### src/rtl/skit_pkg.sv
package skit_pkg;

    localparam int KEY_W = 37;
    localparam int POS_W = 16;
    localparam int STATUS_W = 3;

    localparam logic ACT_INSERT = 1'b0;
    localparam logic ACT_LOOKUP = 1'b1;

    localparam logic [STATUS_W-1:0] ST_INSERTED  = 3'd0;
    localparam logic [STATUS_W-1:0] ST_DUPLICATE = 3'd1;
    localparam logic [STATUS_W-1:0] ST_FULL      = 3'd2;
    localparam logic [STATUS_W-1:0] ST_FOUND     = 3'd3;
    localparam logic [STATUS_W-1:0] ST_NOT_FOUND = 3'd4;

    typedef struct packed {
        logic             action;
        logic [KEY_W-1:0] key;
        logic [POS_W-1:0] record_position;
    } t_in_word;

    typedef struct packed {
        logic [STATUS_W-1:0] status;
        logic [POS_W-1:0]    found_position;
    } t_out_word;

    typedef struct packed {
        logic [KEY_W-1:0] key;
        logic [POS_W-1:0] pos;
    } t_entry;

    // controller to datapath
    typedef struct packed {
        logic load_item;
        logic probe_rd;
        logic probe_cmp;
        logic set_result;
        logic shift_init;
        logic shift_step;
        logic write_new;
        logic load_out;
    } t_dp_cmd;

    // datapath to controller
    typedef struct packed {
        logic search_open;
        logic need_insert;
        logic no_shift;
        logic shift_last;
        logic full;
        logic out_free;
    } t_dp_stat;

endpackage

### src/rtl/skit_ctrl.sv
module skit_ctrl
    import skit_pkg::*;
(
    input  logic     i_clk,
    input  logic     i_rst_n,
    input  logic     i_in_valid,
    input  t_dp_stat i_stat,
    output logic     o_in_ready,
    output t_dp_cmd  o_cmd
);

    localparam logic [2:0] S_IDLE       = 3'd0;
    localparam logic [2:0] S_PROBE_RD   = 3'd1;
    localparam logic [2:0] S_PROBE_CMP  = 3'd2;
    localparam logic [2:0] S_DECIDE     = 3'd3;
    localparam logic [2:0] S_SHIFT_INIT = 3'd4;
    localparam logic [2:0] S_SHIFT      = 3'd5;
    localparam logic [2:0] S_WRITE      = 3'd6;
    localparam logic [2:0] S_DONE       = 3'd7;

    logic [2:0] r_state, n_state;

    assign o_in_ready = (r_state == S_IDLE);

    always_comb begin
        n_state = r_state;
        o_cmd   = '0;
        unique case (r_state)
            S_IDLE: begin
                if (i_in_valid) begin
                    o_cmd.load_item = 1'b1;
                    n_state         = S_PROBE_RD;
                end
            end
            S_PROBE_RD: begin
                if (i_stat.search_open) begin
                    o_cmd.probe_rd = 1'b1;
                    n_state        = S_PROBE_CMP;
                end else begin
                    n_state = S_DECIDE;
                end
            end
            S_PROBE_CMP: begin
                o_cmd.probe_cmp = 1'b1;
                n_state         = S_PROBE_RD;
            end
            S_DECIDE: begin
                o_cmd.set_result = 1'b1;
                n_state          = i_stat.need_insert ? S_SHIFT_INIT : S_DONE;
            end
            S_SHIFT_INIT: begin
                if (i_stat.no_shift) begin
                    n_state = S_WRITE;
                end else begin
                    o_cmd.shift_init = 1'b1;
                    n_state          = S_SHIFT;
                end
            end
            S_SHIFT: begin
                // one entry moves up each cycle, read and write overlapped
                o_cmd.shift_step = 1'b1;
                if (i_stat.shift_last) begin
                    n_state = S_WRITE;
                end
            end
            S_WRITE: begin
                o_cmd.write_new = 1'b1;
                n_state         = S_DONE;
            end
            S_DONE: begin
                if (i_stat.out_free) begin
                    o_cmd.load_out = 1'b1;
                    n_state        = S_IDLE;
                end
            end
            default: begin
                n_state = S_IDLE;
            end
        endcase
    end

    always_ff @(posedge i_clk) begin
        if (!i_rst_n) begin
            r_state <= S_IDLE;
        end else begin
            r_state <= n_state;
        end
    end

endmodule

### config.mk
export PLATFORM = sky130hd
export DESIGN_NAME = skit_ctrl
export DESIGN_NICKNAME = d
export VERILOG_FILES = /design/src/rtl/skit_pkg.sv /design/src/rtl/skit_ctrl.sv
export SDC_FILE = /design/constraint.sdc
export NUM_CORES = 1
export LEC_CHECK = 0
export ABC_CLOCK_PERIOD_IN_PS = 1300
export BUFFER_PORTS_ARGS = -buffer_cell sky130_fd_sc_hd__buf_2
export CORE_AREA = 3 3 40 42
export CTS_CLUSTER_DIAMETER = 50
export DETAILED_ROUTE_END_ITERATION = 10
export DIE_AREA = 0 0 43 45
export PLACE_DENSITY_LB_ADDON = 0.3
export SETUP_SLACK_MARGIN = 0.05
export SLEW_MARGIN = 20
export SYNTH_ARGS = -nofsm -noshare
export SYNTH_HDL_FRONTEND = slang
export SYNTH_SLANG_ARGS = --single-unit
### constraint.sdc
create_clock -name i_clk -period 1.3 [get_ports i_clk]
set_clock_uncertainty 0.2 [all_clocks]
set_input_delay 0.13 -clock i_clk [delete_from_list [all_inputs] [get_ports i_clk]]
set_output_delay 0.13 -clock i_clk [all_outputs]
set_load 0.03 [all_outputs]
==> run summary <==
The logs give 0 for the count of endpoints failing hold in the final timing report and -100 ps for the register-to-register setup slack. The number of clock buffers added by TritonCTS is 3. IR analysis of the VDD net gives a maximum drop of 513 µV. The floorplan has 13 rows.

In this design, the stage delay of the slowest critical-path cell is 360 ps. The total via count in the routed design was 415. Among the stages of the critical path, the cell type that occurs most often is buf_6. In the final layout, the registers with the most flip-flops are r_state x3. Hold timing on the final database bottoms out at a slack of 79.2 ps.

In the finished design, the share of the clock period the worst path needs comes to 114%. The total I/O pin count is 18. The measured slew at the worst slew-check pin was 248 ps; the smallest setup slack after layout was -178 ps. Global routing consumed, on the met3 layer, 5.58% of the routing resources.

Global routing used 13.7% of the available met1 tracks. Summing the areas of all and, or, nand and nor instances in the mapped netlist gives 50.4% of the synthesized area. Number of nets in the layout: 85. The final reports fail on negative setup slack. The maximum fanout along the worst path came out at 6. Global routing used 20.7% of the available met2 tracks. DRC marker count from the first detailed-route iteration: 1. The total buffers and inverters traversed by the critical path is 2. The first global-routing pass estimated 1730 µm of wire.

The synthesized netlist contains 18 unique library cells. The internal power of the cells totals 0.486 mW. The number of DRC violations after detailed routing came out at 0. After synthesis, the largest family of logic cells by area is simple AND/OR/NAND/NOR gates. The starting density of the core is 22.2%. After synthesis the cells add up to 285 µm². More flip-flops sit in one register than any other, and that register is r_state. The layer with the highest usage was met2. Input and output buffers added on the ports amount to 16. Die area: 1940 µm². Yosys printed 0 warnings. TritonCTS built the clock tree.

No sink is reached through more buffers than the 2 on the longest clock path. The data required time at the worst endpoint is 970 ps, and the synthesized-area fraction occupied by adder cells is 0%. The tool flagged a number of max-cap violations equal to 0. Leaving out fill and tap cells, the most frequent cell in the layout is buf_6. The shortest clock period the worst path allows after layout was 1480 ps.

Counting flops and latches in the post-synthesis netlist gives 3. The global route total overflow is 0, and the xor/xnor share of the synthesized area is 0%. The highest achievable clock rate is 677 MHz, and the number of sinks handled by clock tree synthesis is 3. In this run the number of cells on the critical path is 4.

Of the total power, the share spent switching nets is 37.0%. The instance count of the mapped netlist is 39. Broken down by cell family, the worst path's largest delay share belongs to flip-flops.

In the global route stage, overall resource usage came out at 11.9%. The worst setup path is launched from a flop. The endpoint kind of the worst setup timing path was an output port.

After clock tree synthesis, the clock-pin slew on the worst setup and hold paths is 40 ps. The number of setup violations in the final report is 11, and the depth of the most critical reg-to-reg path is 4. Once detailed placement completed, the half-perimeter wirelength came to 649 µm.

The share of total power dissipated in sequential elements is 18.7%. The clock reaches the later pin of the worst-skew pair after 230 ps. Remaining number of nets flagged by the antenna check after routing: 0.

For this run, the register share of the synthesized area comes to 21.1%. Dividing total power by cell area gives a power density of 1010 nW/µm². In the final layout, the share of cells above drive strength 1 is 76.0%. The area growth from synthesis to layout was 169%. Setup repair after global routing could not meet its margin everywhere.

Endpoint of the worst register-to-register path: r_state[0]. The post-synth net total came out at 48. The number of antenna violations at the first check in global routing is 0, and the sum of negative setup slack is -1230 ps. The buffer cell driving the clock tree root is clkbuf_4. Leakage power figure: 0.344 nW.

The number of cells on the worst hold path is 4, and the worst endpoint data arrival time is 1150 ps. The hold-critical path endpoint was r_state[2]. The mean instance size in the synthesized netlist was 7.31 µm²; the logic gate share of total power was 60.4%. The clock share of power is 20.9%. The placeable core region is 1280 µm².

The first detailed-routing pass ran for 4 iterations. Number of slew-limit violations in the final report: 0. The startpoint of the lowest-slack hold path is i_stat[0]. After synthesis, the share of cell area in mux cells is 0%. Summed over all nets, the switching power comes to 0.285 mW. Final RePlAce weighted congestion: 0.692.

The class of the most critical setup path is reg -> out. The launch point of the worst reg-to-reg path is r_state[2]. Entering global routing, the biggest net connects 9 pins. Detail-routed net length per standard cell: 12.2 µm.

In the layout the commonest cells are 16 x buf_6, 11 x buf_4, 7 x buf_2, 4 x nor2_1. In this run the tightest slew margin relative to its limit is 83.4%. The count of H-tree levels built during CTS is 1, and the die span in x is 43 µm. Critical path's slowest cell: dfxtp_4. For this block, the routed nets add up to 1100 µm of wire. The worst hold-check path type is in -> reg. The flip-flop count of the largest register, all copies and words added is 3, and the average vias per placed instance is 4.61.

The tools report the via count of the first global-routing pass as 419. The repair_antennas step left the layout with diodes totalling 0. The signal on the critical path passes through buf_6 -> nor3_4 -> and2_4 -> buf_6.

The run finished, with violations left. The floorplan step set the die height to 45 µm. The complex-gate fraction of the synthesized area was 19.3%.
-- layout make-up --
| type | instances | area, µm² |
|---|---|---|
| Multi-Input combinational cell | 32 | 328 |
| Timing Repair Buffer | 36 | 323 |
| Fill cell | 117 | 518 |
| Tap cell | 15 | 18.8 |
| Sequential cell | 3 | 71.3 |
| Clock buffer | 4 | 26.3 |
-- Yosys cell counts --
| cell type | instances | area share (%) |
|---|---|---|
| nand3_1 | 1 | 1.8 |
| nor4b_1 | 1 | 3.1 |
| buf_2 | 3 | 5.3 |
| nand2_1 | 5 | 6.6 |
| a21oi_1 | 2 | 3.5 |
| nor3b_1 | 2 | 5.3 |
| nand4bb_1 | 1 | 3.9 |
| nor2_1 | 6 | 7.9 |
| o311a_1 | 1 | 3.5 |
| nor3_1 | 4 | 7.0 |
| nand2b_1 | 3 | 6.6 |
| dfxtp_1 | 3 | 21 |
| buf_6 | 1 | 3.9 |
| o221a_1 | 1 | 3.9 |
| and3b_1 | 2 | 6.1 |
| and2_1 | 1 | 2.2 |
| o21a_1 | 1 | 2.6 |
| o311ai_2 | 1 | 5.7 |
-- power groups by stage --
stage / sequential [mW] / combinational, mW / clock [mW]
floorplan: 0.129 / 0.224 / 0
global placement: 0.146 / 0.280 / 0
detailed placement: 0.147 / 0.283 / 0
CTS: 0.143 / 0.408 / 0.173
global route: 0.149 / 0.499 / 0.185
finish: 0.144 / 0.466 / 0.161
-- worst min-delay path: cells and delay by family --
kind / cells / cell delay [ps]
buffers and inverters: 1 / 110
AND/OR/NAND/NOR: 3 / 230
-- cell families (layout without fill, tap and decap cells) --
| kind of cell | after synthesis | after routing |
|---|---|---|
| AOI/OAI and AO/OA | 6 | 6 |
| buffers and inverters | 4 | 40 |
| DFF | 3 | 3 |
| and+or+nand+nor | 26 | 26 |
-- what timing repair did --
item	4_1_cts	5_1_grt
gates resized for setup	27	14
setup buffers	9	2
endpoints found under the hold margin	3	0
endpoints found under the setup margin	12	12
hold buffers	1	0
pin swaps	6	2
-- through the flow --
| stage | instances | cell area [µm²] | setup slack, ps | util (%) | total power, mW |
|---|---|---|---|---|---|
| after floorplan | 39 | 380 | -27.9 | - | 0.353 |
| final | 90 | 767 | -178 | 59.7 | 0.772 |
| after CTS | 89 | 691 | -162 | 53.7 | 0.725 |
| after global routing | 90 | 767 | -238 | 59.7 | 0.833 |
| after global placement | 75 | 502 | -98.6 | 39.0 | 0.427 |
| after detailed placement | 75 | 502 | -110 | 39.0 | 0.429 |
-- routing by layer --
layer	wire length [µm]	share of wire, %	up-vias
li1	-	-	211
met1	423	39	192
met2	612	56	12
met3	61	5.6	0
met4	0	0	0
met5	0	0	-
-- worst max path at each step --
stage	slack, ps	start	endpoint
2_1_floorplan	-30	r_state[2]	o_cmd[7]
3_3_place_gp	-100	r_state[2]	o_cmd[0]
3_5_place_dp	-110	r_state[2]	o_cmd[0]
4_1_cts	-160	r_state[0]	o_cmd[3]
5_1_grt	-240	r_state[2]	o_cmd[7]
6_report	-180	r_state[2]	o_cmd[7]
No activity file was read; power rests on OpenSTA's default activity.
